## config.mk

```make
export PLATFORM = sky130hd
export DESIGN_NAME = sweep_radar_sequencer_unit
export DESIGN_NICKNAME = d
export VERILOG_FILES = /design/src/hdl/srs_pkg.sv /design/src/hdl/srs_seq.sv /design/src/hdl/sweep_radar_sequencer_unit.sv
export SDC_FILE = /design/constraint.sdc
export NUM_CORES = 1
export LEC_CHECK = 0
export BUFFER_PORTS_ARGS = -buffer_cell sky130_fd_sc_hd__clkbuf_2
export CELL_PAD_IN_SITES_DETAIL_PLACEMENT = 0
export CELL_PAD_IN_SITES_GLOBAL_PLACEMENT = 1
export CORE_MARGIN = 1
export CORE_UTILIZATION = 33
export DETAILED_ROUTE_END_ITERATION = 8
export GPL_TIMING_DRIVEN = 0
export HOLD_SLACK_MARGIN = 0.06
export PLACE_DENSITY = 0.65
export SLEW_MARGIN = 15
export SYNTH_ARGS = -nofsm -noshare
export SYNTH_HDL_FRONTEND = slang
export SYNTH_HIERARCHICAL = 1
export SYNTH_SLANG_ARGS = --single-unit
```

## constraint.sdc

```tcl
create_clock -name clk -period 14.8 [get_ports clk]
set_clock_uncertainty 0.2 [all_clocks]
set_input_delay 1.48 -clock clk [delete_from_list [all_inputs] [get_ports clk]]
set_output_delay 1.48 -clock clk [all_outputs]
set_load 0.01 [all_outputs]
```

## src/hdl/srs_pkg.sv

```systemverilog
// Shared types, register map and constants for the sweep radar sequencer.
`default_nettype none

package srs_pkg;

  // Largest angle the servo may ever be commanded to, in degrees.
  localparam logic [7:0] ANGLE_LIMIT = 8'd180;

  // First byte of every report frame.
  localparam logic [7:0] FRAME_HEAD = 8'hAA;

  // Number of words in a report frame.
  localparam logic [2:0] FRAME_LEN = 3'd5;

  // Register indexes (byte address is four times the index).
  localparam logic [2:0] REG_ANGLE_MAX    = 3'd0;
  localparam logic [2:0] REG_ANGLE_STEP   = 3'd1;
  localparam logic [2:0] REG_SETTLE_TICKS = 3'd2;
  localparam logic [2:0] REG_GAP_TICKS    = 3'd3;
  localparam logic [2:0] REG_RANGE_MAX_CM = 3'd4;

  // Register reset values.
  localparam logic [7:0] ANGLE_MAX_RST    = 8'd180;
  localparam logic [6:0] ANGLE_STEP_RST   = 7'd1;
  localparam logic [7:0] SETTLE_TICKS_RST = 8'd5;
  localparam logic [7:0] GAP_TICKS_RST    = 8'd1;
  localparam logic [7:0] RANGE_MAX_RST    = 8'd50;

  // Input word selector.
  localparam logic OP_TICK   = 1'b0;
  localparam logic OP_RESULT = 1'b1;

  typedef enum logic [1:0] {
    PH_MOVE,
    PH_SETTLE,
    PH_AWAIT
  } phase_t;

  typedef enum logic [1:0] {
    KIND_SERVO,
    KIND_MEASURE,
    KIND_FRAME
  } kind_t;

  typedef struct packed {
    logic [7:0] angle_max;
    logic [6:0] angle_step;
    logic [7:0] settle_ticks;
    logic [7:0] gap_ticks;
    logic [7:0] range_max_cm;
  } cfg_t;

  typedef struct packed {
    logic        op;
    logic        echo_valid;
    logic [15:0] distance_q4;
  } item_t;

  // Results produced by one input word: none, one command, or a whole frame.
  typedef struct packed {
    logic [2:0]      count;
    kind_t           kind;
    logic [7:0]      servo_angle;
    logic [4:0][7:0] bytes;
  } res_t;

endpackage

`default_nettype wire

```

## src/hdl/srs_seq.sv

```systemverilog
// Sequencer state and per-word result logic of the sweep radar sequencer.
`default_nettype none

module srs_seq (
  input  wire            clk,
  input  wire            rst,
  input  wire            step,
  input  srs_pkg::item_t item,
  input  srs_pkg::cfg_t  cfg,
  output srs_pkg::res_t  res
);

  srs_pkg::phase_t phase, phase_next;
  logic [7:0]      angle, angle_next;
  logic            going_down, going_down_next;
  logic [7:0]      countdown, countdown_next;

  logic [7:0]  lim;
  logic [8:0]  angle_up;
  logic        status;
  logic [16:0] rounded;
  logic [7:0]  dbyte;
  logic [7:0]  sum;

  always_ff @(posedge clk) begin
    if (rst) begin
      phase      <= srs_pkg::PH_MOVE;
      angle      <= 8'd0;
      going_down <= 1'b0;
      countdown  <= 8'd0;
    end else if (step) begin
      phase      <= phase_next;
      angle      <= angle_next;
      going_down <= going_down_next;
      countdown  <= countdown_next;
    end
  end

  // Classification and the frame bytes.
  always_comb begin
    lim      = (cfg.angle_max < srs_pkg::ANGLE_LIMIT) ? cfg.angle_max : srs_pkg::ANGLE_LIMIT;
    angle_up = {1'b0, angle} + {2'b00, cfg.angle_step};
    status   = item.echo_valid &&
               (item.distance_q4 <= {4'b0000, cfg.range_max_cm, 4'b0000});
    rounded  = {1'b0, item.distance_q4} + 17'd8;
    if (!status) begin
      dbyte = 8'hFF;
    end else if (rounded[16:4] > 13'd255) begin
      dbyte = 8'hFF;
    end else begin
      dbyte = rounded[11:4];
    end
    sum = srs_pkg::FRAME_HEAD + angle + {7'd0, status} + dbyte;
  end

  always_comb begin
    phase_next      = phase;
    angle_next      = angle;
    going_down_next = going_down;
    countdown_next  = countdown;
    res.count       = 3'd0;
    res.kind        = srs_pkg::KIND_SERVO;
    res.servo_angle = 8'd0;
    res.bytes       = '0;

    if (item.op == srs_pkg::OP_TICK) begin
      if (phase != srs_pkg::PH_AWAIT) begin
        if (countdown > 8'd1) begin
          countdown_next = countdown - 8'd1;
        end else begin
          countdown_next = 8'd0;
          res.count      = 3'd1;
          case (phase)
            srs_pkg::PH_MOVE: begin
              res.kind        = srs_pkg::KIND_SERVO;
              res.servo_angle = angle;
              phase_next      = srs_pkg::PH_SETTLE;
              countdown_next  = cfg.settle_ticks;
            end
            default: begin
              res.kind   = srs_pkg::KIND_MEASURE;
              phase_next = srs_pkg::PH_AWAIT;
            end
          endcase
        end
      end
    end else if (phase == srs_pkg::PH_AWAIT) begin
      res.count    = srs_pkg::FRAME_LEN;
      res.kind     = srs_pkg::KIND_FRAME;
      res.bytes[0] = srs_pkg::FRAME_HEAD;
      res.bytes[1] = angle;
      res.bytes[2] = {7'd0, status};
      res.bytes[3] = dbyte;
      res.bytes[4] = sum;
      phase_next     = srs_pkg::PH_MOVE;
      countdown_next = cfg.gap_ticks;
      // Ping-pong the angle between zero and the sweep limit.
      if (!going_down) begin
        if (angle_up >= {1'b0, lim}) begin
          angle_next      = lim;
          going_down_next = 1'b1;
        end else begin
          angle_next = angle_up[7:0];
        end
      end else if (angle <= {1'b0, cfg.angle_step}) begin
        angle_next      = 8'd0;
        going_down_next = 1'b0;
      end else begin
        angle_next = angle - {1'b0, cfg.angle_step};
      end
    end
  end

  // The wait for a result is only entered from an expired countdown.
  a_await_count_zero: assert property (@(posedge clk) disable iff (rst)
    phase == srs_pkg::PH_AWAIT |-> countdown == 8'd0)
    else $error("countdown running while awaiting a result");

  a_frame_to_move: assert property (@(posedge clk) disable iff (rst)
    step && res.count == srs_pkg::FRAME_LEN |=> phase == srs_pkg::PH_MOVE)
    else $error("frame did not return the sequencer to the move phase");

  a_await_tick_hold: assert property (@(posedge clk) disable iff (rst)
    step && item.op == srs_pkg::OP_TICK && phase == srs_pkg::PH_AWAIT
    |=> phase == srs_pkg::PH_AWAIT && $stable(angle))
    else $error("tick disturbed the sequencer while awaiting a result");

endmodule

`default_nettype wire

```

## src/hdl/sweep_radar_sequencer_unit.sv

```systemverilog
// Top level of the sweep radar sequencer: register port, input stage and result stage.
`default_nettype none

// Channel   Direction  Handshake            Contents
// s_*       in         s_tvalid / s_tready  tick or measurement result word
// m_*       out        m_tvalid / m_tready  servo command, measure request or frame byte
// apb       in/out     psel, penable        five configuration registers at 4*index
//
// An accepted word is held in the input register, then passes through the combinational
// sequencer logic into the result register.
// Ticks give at most one output word, so they sustain one word per cycle while m_tready
// is high; a measurement result fills the result register with a five-word frame, which
// then drains one word per cycle while m_tready is high.
// The input register accepts the next word while the result register still drains,
// and a stall on m_tready backs up into s_tready only once the input register is full.
// Reset is synchronous and active high; it restores the register defaults, puts the
// sequencer in the move phase at angle zero sweeping upward, and empties both stages.

module sweep_radar_sequencer_unit (
  input  wire         clk,
  input  wire         rst,
  // APB configuration port
  input  wire         psel,
  input  wire         penable,
  input  wire         pwrite,
  input  wire  [4:0]  paddr,
  input  wire  [31:0] pwdata,
  output logic [31:0] prdata,
  output logic        pready,
  // Input stream
  input  wire         s_tvalid,
  output logic        s_tready,
  input  wire  [15:0] s_tdata,   // [15:0] distance_q4
  input  wire  [1:0]  s_tuser,   // [0] op, [1] echo_valid
  // Output stream
  output logic        m_tvalid,
  input  wire         m_tready,
  output logic [15:0] m_tdata,   // [7:0] servo_angle, [15:8] frame_byte
  output logic [1:0]  m_tuser,   // [1:0] kind
  output logic        m_tlast
);

  srs_pkg::cfg_t  cfg;
  srs_pkg::item_t in_item;
  srs_pkg::res_t  res;
  srs_pkg::res_t  res_buf;

  logic       in_valid;
  logic       in_taken;
  logic [2:0] rem;
  logic [2:0] pos;
  logic       cfg_wr;

  // Configuration registers. The user must write only while the block is idle; the block does not enforce it.
  assign pready = 1'b1;
  assign cfg_wr = psel && penable && pwrite && pready;

  always_ff @(posedge clk) begin
    if (rst) begin
      cfg.angle_max    <= srs_pkg::ANGLE_MAX_RST;
      cfg.angle_step   <= srs_pkg::ANGLE_STEP_RST;
      cfg.settle_ticks <= srs_pkg::SETTLE_TICKS_RST;
      cfg.gap_ticks    <= srs_pkg::GAP_TICKS_RST;
      cfg.range_max_cm <= srs_pkg::RANGE_MAX_RST;
    end else if (cfg_wr) begin
      case (paddr[4:2])
        srs_pkg::REG_ANGLE_MAX:    cfg.angle_max    <= pwdata[7:0];
        srs_pkg::REG_ANGLE_STEP:   cfg.angle_step   <= pwdata[6:0];
        srs_pkg::REG_SETTLE_TICKS: cfg.settle_ticks <= pwdata[7:0];
        srs_pkg::REG_GAP_TICKS:    cfg.gap_ticks    <= pwdata[7:0];
        srs_pkg::REG_RANGE_MAX_CM: cfg.range_max_cm <= pwdata[7:0];
        default: ;
      endcase
    end
  end

  always_comb begin
    case (paddr[4:2])
      srs_pkg::REG_ANGLE_MAX:    prdata = {24'd0, cfg.angle_max};
      srs_pkg::REG_ANGLE_STEP:   prdata = {25'd0, cfg.angle_step};
      srs_pkg::REG_SETTLE_TICKS: prdata = {24'd0, cfg.settle_ticks};
      srs_pkg::REG_GAP_TICKS:    prdata = {24'd0, cfg.gap_ticks};
      srs_pkg::REG_RANGE_MAX_CM: prdata = {24'd0, cfg.range_max_cm};
      default:                   prdata = 32'd0;
    endcase
  end

  // The held word moves on when the result register is empty or is handing
  // over its final word in this cycle.
  assign in_taken = in_valid && ((rem == 3'd0) || (rem == 3'd1 && m_tready));
  assign s_tready = !in_valid || in_taken;

  always_ff @(posedge clk) begin
    if (rst) begin
      in_valid <= 1'b0;
    end else if (s_tvalid && s_tready) begin
      in_valid <= 1'b1;
    end else if (in_taken) begin
      in_valid <= 1'b0;
    end
  end

  always_ff @(posedge clk) begin
    if (s_tvalid && s_tready) begin
      in_item.op          <= s_tuser[0];
      in_item.echo_valid  <= s_tuser[1];
      in_item.distance_q4 <= s_tdata;
    end
  end

  srs_seq u_seq (
    .clk  (clk),
    .rst  (rst),
    .step (in_taken),
    .item (in_item),
    .cfg  (cfg),
    .res  (res)
  );

  // Result register: rem counts the words still to go, pos picks the frame byte.
  always_ff @(posedge clk) begin
    if (rst) begin
      rem <= 3'd0;
      pos <= 3'd0;
    end else if (in_taken) begin
      rem <= res.count;
      pos <= 3'd0;
    end else if (m_tvalid && m_tready) begin
      rem <= rem - 3'd1;
      pos <= pos + 3'd1;
    end
  end

  always_ff @(posedge clk) begin
    if (in_taken) begin
      res_buf <= res;
    end
  end

  assign m_tvalid = (rem != 3'd0);
  assign m_tlast  = (rem == 3'd1);
  assign m_tuser  = res_buf.kind;
  assign m_tdata  = {res_buf.bytes[pos], res_buf.servo_angle};

  a_idle_ready: assert property (@(posedge clk) disable iff (rst)
    rem == 3'd0 |-> s_tready)
    else $error("input stalled while the result register is empty");

  a_frame_continues: assert property (@(posedge clk) disable iff (rst)
    m_tvalid && m_tready && !m_tlast |=> m_tvalid && m_tuser == $past(m_tuser))
    else $error("frame broken off before its last word");

  a_frame_load: assert property (@(posedge clk) disable iff (rst)
    in_taken && res.count == srs_pkg::FRAME_LEN
    |=> rem == srs_pkg::FRAME_LEN && pos == 3'd0)
    else $error("frame not loaded whole into the result register");

endmodule

`default_nettype wire

```

After elaboration in Yosys (flattened, before gate mapping)
Cells that the tools add are included.

storage, ports and cells
  bits of input ports = 62
  logic and storage cells = 111
  register bits = 133
  output and inout port bits = 54

operators by class
  multiplexer cells = 33
  reduce and logical (&&, ||, !) cells = 28
  $lt $le $gt $ge = 7
  bitwise logic cells = 2
  add/subtract/negate cells = 9
  equal/unequal tests = 9

operators with widths
  kind                   number
  $mux 8                 14
  $pmux 8 s5             1
  $bmux 8 s3             1
  $add 16x4->17 const B  1
  $le 16x12->1           1
  $gt 13x8->1 const B    1
  $mux 13                1
  $reduce_and 2->1       6
  $mux 11                1
  $mux 2                 5
  $mux 5                 2
  $add 8x7->9            1
  $ge 9x8->1             1
  $add 8x1->8            1
  $add 8x8->8            1
  $add 8x8->8 const A    1
  $gt 8x1->1 const B     1
  $le 8x7->1             1
  $lt 8x8->1 const B     1
  $sub 8x1->8 const B    1
  $sub 8x7->8            1
  $logic_and 1x1->1      7
  $eq 3x1->1 const B     2
  $eq 3x2->1 const B     2
  20 further kinds       33

Depth between registers and ports, before layout
Gate-level depths: netlist of the first run.

  depth in word-level cells = 7
  depth in mapped cells = 18
  gate-level depth less buffers = 18

Cells and area by module
Netlist of the first run, hierarchy kept.

by module, submodules not included
  module                      seq. area each (um^2)  area an instance (um^2)  times used  cells each
  sweep_radar_sequencer_unit  2962.8                 5016.1                   1           393
  srs_seq                     380.4                  3270.6                   1           452

Worst setup path before layout of the first run
No wires, ideal clock.

  kind = input to register
  from = in m_tready
  to = reg u_seq.angle[7]
  setup slack = 9069 ps
  setup time = 75 ps
  arrival time = 5456 ps
  stages on the path = 7
  data required time = 14525 ps
  path buffers = 1
  path through = buf_2 > a21oi_1 > nor2_1 > nand2_1 > a2111oi_0 > a211oi_1 > o22ai_1

on the way
  cells in the longest elaborated chain, start to end = 4

RTL lines
  item                        line                              source
  from (decl)                 sweep_radar_sequencer_unit.sv:37  input wire m_tready,
  $logic_and 1x1->1           sweep_radar_sequencer_unit.sv:90  assign in_taken = in_valid && ((rem == 3'd0) || (rem == 3'd1 && m_tready));
  $logic_or 1x1->1            sweep_radar_sequencer_unit.sv:90
  $logic_and 1x1->1           sweep_radar_sequencer_unit.sv:90
  net in_taken                sweep_radar_sequencer_unit.sv:49  logic in_taken;
  $reduce_and 3->1 (no line)  n/a
  to (signal assigned)        srs_seq.sv:33                     angle <= angle_next;
  to (decl)                   srs_seq.sv:14                     logic [7:0] angle, angle_next;

The timed path passes the listed nets, and every way through them passes these cells.
A chain may end at the register's enable or synchronous reset.

Worst setup path after layout of the first run
  from = reg in_item[5] (netlist name)
  to = reg res_buf[39] (netlist name), data pin

on the way
  cells in the longest elaborated chain, start to end = 5
  elaborated cells on any way between the ends = 8
  classes of those cells = add/sub: 3; order compare: 2; mux: 2; reduce/logical: 1

RTL lines
  item                  line                               source
  from (decl)           sweep_radar_sequencer_unit.sv:44   srs_pkg::item_t in_item;
  $add 16x4->17         srs_seq.sv:45                      rounded = {1'b0, item.distance_q4} + 17'd8;
  $gt 13x8->1           srs_seq.sv:48                      end else if (rounded[16:4] > 13'd255) begin
  $mux 8                srs_seq.sv:48
  $mux 8                srs_seq.sv:46                      if (!status) begin
  $add 8x8->8 *         srs_seq.sv:53                      sum = srs_pkg::FRAME_HEAD + angle + {7'd0, status} + dbyte;
  to (signal assigned)  sweep_radar_sequencer_unit.sv:136  res_buf <= res;
  to (decl)             sweep_radar_sequencer_unit.sv:46   srs_pkg::res_t res_buf;

Mark *: on every way between the ends. The rest lies on a longest branch, timed or not.

==> results of run 1 <==
[Yosys cell counts (all sizes together), types with 5 or more instances]
library cell / n / area [sq um]
a211oi: 18 / 135
a21o: 5 / 37.5
a21oi: 46 / 230
a22oi: 14 / 105
a311oi: 5 / 43.8
and2: 17 / 106
and3: 14 / 88.8
buf: 68 / 484
clkbuf: 27 / 101
dfxtp: 65 / 1300
edfxtp: 68 / 2040
ha: 51 / 638
inv: 54 / 203
mux2: 8 / 90.1
mux2i: 41 / 410
mux4: 9 / 203
nand2: 35 / 131
nand2b: 37 / 231
nand3: 18 / 103
nand4: 5 / 31.3
nor2: 60 / 225
nor2b: 13 / 81.3
nor3: 14 / 70.1
nor4: 7 / 65.1
o21a: 5 / 37.5
o21ai: 36 / 188
o21bai: 6 / 45.0
o22ai: 10 / 62.6
or3: 5 / 31.3
xnor2: 15 / 131
xor2: 8 / 70.1
[metrics by stage]
step / instances / worst slack [ps] / area, sq um
global placement: 1264 / 7310 / 9130
detailed placement: 1265 / 10210 / 9150
floorplan: 879 / 9070 / 8410
global route: 1297 / 9830 / 9730
finish: 1297 / 10180 / 9730
CTS: 1297 / 10190 / 9730
[final timing paths]
check	start	endpoint	slack, ps	cells after the start
max	in_item[5]	res_buf[39]	10180	16
min	cfg[13]	cfg[13]	290	2
min reg2reg	cfg[13]	cfg[13]	290	2
max reg2reg	in_item[5]	res_buf[39]	10180	16
[placed cells by master, fill, tap and decap left out, types with 18 or more instances in the layout]
| cell | n |
|---|---|
| a211oi_1 | 18 |
| a21oi_1 | 46 |
| buf_4 | 53 |
| clkbuf_1 | 31 |
| clkbuf_16 | 19 |
| clkbuf_2 | 61 |
| conb_1 | 37 |
| dfxtp_1 | 65 |
| edfxtp_1 | 68 |
| ha_1 | 51 |
| inv_1 | 54 |
| mux2i_1 | 41 |
| nand2_1 | 35 |
| nand2b_1 | 37 |
| nor2_1 | 59 |
| o21ai_0 | 34 |
[power by group through the flow]
stage | clock, mW | combinational, mW | sequential [mW]
final | 0.415 | 0.290 | 0.465
after global routing | 0.437 | 0.324 | 0.470
after CTS | 0.420 | 0.294 | 0.466
after detailed placement | 0 | 0.292 | 0.473
after global placement | 0 | 0.286 | 0.477
after floorplan | 0 | 0.212 | 0.467
[worst register-to-register path, stage by stage (launching register included)]
cell and delay (ps):
edfxtp_1 500, ha_1 340, nor4b_1 250, nand4_1 150, mux2i_1 140, a21oi_1 120
nor2_1 220, clkbuf_1 390, nand2_1 110, ha_1 340, fa_1 470, a21oi_1 160
o21bai_1 130, a2111oi_0 440, nor3_1 140, nand2b_1 160, mux2i_1 190
[metal layers]
metal	share of wire, %	wire length [um]	track usage, %	vias to the layer above
met3	3.6	767	2.63	16
met2	47	9910	28.3	132
met5	0	0	0	-
li1	-	-	-	3188
met1	48	10300	22.6	2938
met4	0.99	209	4.16	0
[area by class of cell]
class	instances	area (sq um)
clock buffer	24	504
fill	2448	14700
inverter	55	206
tap	324	405
buffer	95	586
multi-input combinational	596	4290
clock inverter	8	70.1
sequential	133	3340
timing repair buffer	62	325
[state kept, by name, summed over array words and instances, names as in the netlist]
signal	count
cfg	39
m_tdata	8
res_buf	40
u_seq/angle	8
m_tuser	2
u_seq/going_down	1
u_seq/countdown	8
pos	3
in_item	18
rem	3
u_seq/phase	2
in_valid	1
[kinds of logic (layout without fill, tap and decap cells)]
family	Yosys count	after routing	synth area share, %
compound gates	175	175	13.7
simple gates	248	248	16.7
mux	58	58	8.49
flops	133	133	40.3
xor+xnor	23	23	2.43
buf+inv	150	244	9.56
other cells	3	37	0.136
fa+ha+maj	55	55	8.67
==> metrics, run 1 <==
Final Util=39.8%; Post-CTS Resized=0; WL final=21100 um; synthesis-to-finish area growth=17.4%; # H-tree levels=4; Leak Pwr=4.02 nW; async set-reset flop share out of synthesis=0%; Clock Sinks=133; die height=160 um; synth unique cells=73; Port Buf Inserts=61; I/O Pins=116; Placer Congestion=0.816; count of pins over their slew limit=0; P_int=0.818 mW; sw frac=30.1%; wire per inst=16.3 um; vias in the first global route=6159; critical path buffer and inverter count=1; crit-path cells=ha_1, nor4b_1, nand4_1, mux2i_1, a21oi_1, nor2_1, clkbuf_1, nand2_1, ha_1, fa_1, a21oi_1, o21bai_1, a2111oi_0, nor3_1, nand2b_1, mux2i_1; Crit Path Class=flop to flop; Post-Syn Instances=845; Clk Latency, worst-skew pair=420 ps; Peak supply drop=0.0842 mV; crit path time final=4620 ps; Diodes inserted=0; Core Box Area=24500 sq um; DRT iter0 DRCs=342; Worst Path Arrival=4660 ps; unrepaired setup endpoints after global routing=no; sequential share of the synthesized area=40.3%; Sequential Power Share=39.7%; share of cells above drive strength 1=19.4%; antenna viol nets, final=0; hold crit path type=flop to flop; pwr dens=120 nW/um^2; largest net degree at the start of global routing=30; outcome=finished clean; # hold bufs at CTS=0; die width=160 um; Worst Setup End Kind=flop; setup_tns=0 ps; antenna violations before repair=0; total gr overflow=0; Post-CTS Repair Setup Buffers=0; die area=25700 sq um; Clock Power Share=35.4%; DRC errors left=0; Worst path max stage delay=500 ps; Initial DRT Pass Iterations=5; Top delay family on crit path=adder cells; Initial Util=33.9%; power share of the combinational group=24.8%; Via density=4.84; CP Max Fanout=10; startpoint types=flop; final hold slack=294 ps; Least-Margin Pin Slew=788 ps; Max Root-Sink Buffers=2; CP max stage cell=edfxtp_1; Root Buffer=clkbuf_16; hpwl dp=16300 um; fin nets=1077; switching power=0.352 mW; via count=6274; max-cap viol count=0; Mapped Area=8290 sq um; Req. time, crit path=14850 ps; Fin. Hold Viols=0; Max Freq=217 MHz; synth warn=6; EDFF count, synth=68; final period utilization=31.2%; Power Total=1.17 mW; Avg Inst Size Synth=9.81 sq um; global-route wire length before repair=33500 um; Total GRT Usage=16.9%; CTS tree=built; Most used DFF post-synth=edfxtp_1; row cnt=57; worst rel slew slack=47.3%; Reg clk slew, reported paths=60 ps; Setup Viol. Count Final=0; CTS Buf Count=17; Yosys reg bits=133
Note: power is estimated with default switching activity, not from simulation.
==> inputs of run 2 (changes only) <==
==> constraint.sdc (replaced) <==
create_clock -name clk -period 4.6 [get_ports clk]
set_clock_uncertainty 0.2 [all_clocks]
set_input_delay 0.46 -clock clk [delete_from_list [all_inputs] [get_ports clk]]
set_output_delay 0.46 -clock clk [all_outputs]
set_load 0.01 [all_outputs]
==> metrics, run 2 (same netlist as run 1, synthesis figures left out) <==
Max Freq=232 MHz (was 217 MHz); die height=160 um (unchanged); Worst path depth=16 (unchanged); fin nets=1097 (was 1077); final non-filler cell total=1317 (was 1297); via count=6382 (was 6274); share of cells above drive strength 1=20.0% (was 19.4%); commonest non-fill, non-tap cell in the layout=edfxtp_1 (unchanged); outcome=finished clean (unchanged); synthesis-to-finish area growth=20.5% (was 17.4%); Filler Cell Count=2429 (was 2448); hpwl dp=16400 um (was 16300 um); CP endpoint=res_buf[39] (unchanged); I/O Pins=116 (unchanged); Peak supply drop=0.287 mV (was 0.0842 mV); Core Box Area=24500 sq um (unchanged); Largest regs=res_buf x40, cfg x39, in_item x18 (unchanged); Worst path max stage delay=420 ps (was 500 ps); wire per inst=16.4 um (was 16.3 um); Root Buffer=clkbuf_16 (unchanged); CP max stage cell=fa_1 (was edfxtp_1); Worst Setup End Kind=flop (unchanged); Initial DRT Pass Iterations=5 (unchanged); Least-Margin Pin Slew=777 ps (was 788 ps); crit-path cells=inv_1, ha_1, nor2b_1, o21a_1, o21ai_1, a21oi_2, or3_1, fa_1, ha_1, fa_1, a21oi_1, o21bai_1, and4_1, nor3_1, nand2b_1, mux2i_2 (was ha_1, nor4b_1, nand4_1, mux2i_1, a21oi_1, nor2_1, clkbuf_1, nand2_1, ha_1, fa_1, a21oi_1, o21bai_1, a2111oi_0, nor3_1, nand2b_1, mux2i_1); max-cap viol count=0 (unchanged); total gr overflow=0 (unchanged); Worst setup startpoint=cfg[1] (was in_item[5]); WL final=21600 um (was 21100 um); unrepaired setup endpoints after global routing=no (unchanged); antenna violations before repair=0 (unchanged); CTS tree=built (unchanged); DRC errors left=0 (unchanged); design area=9980 sq um (was 9730 sq um); max reg flops=40 (unchanged); Leak Pwr=4.11 nW (was 4.02 nW); CTS Buf Count=17 (unchanged); # H-tree levels=4 (unchanged); placed cell areas=9150 sq um (unchanged); antenna viol nets, final=0 (unchanged); commonest non-fill, non-tap cells in the layout=edfxtp_1, dfxtp_1, clkbuf_2 (unchanged); Inst Count DP=1265 (unchanged); Worst R2R Setup Slack=290 ps (was 10180 ps); startpoint types=flop (unchanged); Total GRT Usage=17.0% (was 16.9%); Setup Viol. Count Final=0 (unchanged); Hold Path Stages=3 (was 2); Max Root-Sink Buffers=2 (unchanged); Req. time, crit path=4550 ps (was 14850 ps); final period utilization=93.7% (was 31.2%); grt met2 use=27.5% (was 28.3%); row cnt=57 (unchanged); Biggest register=res_buf (unchanged); final worst setup slack=290 ps (was 10180 ps); Fin. Hold Viols=0 (unchanged); Final Util=40.8% (was 39.8%); R2R Path End=res_buf[39] (unchanged); die area=25700 sq um (unchanged); Worst Path Arrival=4260 ps (was 4660 ps); worst slack at placement=53.3 ps (was 10210 ps); pwr dens=387 nW/um^2 (was 120 nW/um^2); hold crit path type=input pin to flop (was flop to flop); DRT iter0 DRCs=416 (was 342); Placer Congestion=0.838 (was 0.816); Via density=4.85 (was 4.84); critical path buffer and inverter count=1 (unchanged); final hold slack=100 ps (was 294 ps); Port Buf Inserts=61 (unchanged); reg-to-reg critical path startpoint=cfg[1] (was in_item[5]); largest net degree at the start of global routing=32 (was 30); global-route wire length before repair=33200 um (was 33500 um); worst rel slew slack=48.2% (was 47.3%); met1 GRT Util=23.1% (was 22.6%); Clk Latency, worst-skew pair=420 ps (about the same); die width=160 um (unchanged); gr busiest metal=met2 (unchanged); count of pins over their slew limit=0 (unchanged); Diodes inserted=0 (unchanged); crit path time final=4310 ps (was 4620 ps); CP Max Fanout=5 (was 10); Initial Util=33.9% (unchanged); worst reg2reg path depth=16 (unchanged); Top delay family on crit path=adder cells (unchanged); Clock Sinks=133 (unchanged); Crit Path Class=flop to flop (unchanged); met3 Resource Use GR=3.41% (was 2.63%); vias in the first global route=5925 (was 6159); Reg clk slew, reported paths=60 ps (about the same)
run 2: cell types whose count changed in the layout (fill, tap and decap cells not counted), moves of 3 or more:
cell           before  now
clkbuf_1           31   27
clkinv_2            5    2
clkinvlp_4          0    3
dlygate4sd3_1       0   19
run 2: tightest hold or removal path: cells and delay by family:
kind	cells	cell delay [ps]
AOI/OAI and AO/OA	1	50
buffers and inverters	1	90
and+or+nand+nor	1	60
run 2: metrics by stage:
| stage | setup TNS [ps] | total power [mW] |
|---|---|---|
| CTS | 0 | 3.89 |
| floorplan | 0 | 2.18 |
| global route | 0 | 4.06 |
| finish | 0 | 3.87 |
| detailed placement | 0 | 2.47 |
| global placement | -717 | 2.45 |
run 2: worst min-delay path by stage:
stage                     slack [ps]                from                 end
after floorplan                  260             cfg[31]             cfg[31]
after global placement           280  u_seq/countdown[1]  u_seq/countdown[1]
after detailed placement         290             cfg[21]             cfg[21]
after CTS                         80           pwdata[3]              cfg[3]
after global routing             110           pwdata[3]              cfg[3]
final                            100           pwdata[6]              cfg[6]
run 2: cell type report:
cell class / count / area [sq um] / share of cell area [%]
multi-input combinational: 596 / 4310 / 43.1
sequential: 133 / 3350 / 33.5
buffer: 95 / 587 / 5.88
timing repair buffer: 82 / 523 / 5.24
clock buffer: 20 / 457 / 4.57
tap: 324 / 405 / 4.06
inverter: 55 / 206 / 2.07
clock inverter: 12 / 153 / 1.53
run 2: timing repair:
| action | in CTS | in global routing |
|---|---|---|
| hold endpoints to repair | 19 | 0 |
| cloned | 0 | 0 |
| resized for setup | 1 | 9 |
| hold buffers | 19 | 0 |
| setup buffers | 0 | 1 |
| endpoints found under the setup margin | 1 | 3 |
run 2: routing by layer:
layer,up-vias,wire length (um)
li1,3232,-
met3,19,875
met4,0,263
met1,2980,10400
met5,-,0
met2,151,10000
run 2: power by group:
| part | leakage [nW] | switching, mW | internal [mW] | total (mW) |
|---|---|---|---|---|
| registers | 1.17 | 0.0704 | 1.42 | 1.49 |
| logic | 2.64 | 0.559 | 0.402 | 0.961 |
| clock network | 0.290 | 0.531 | 0.880 | 1.41 |
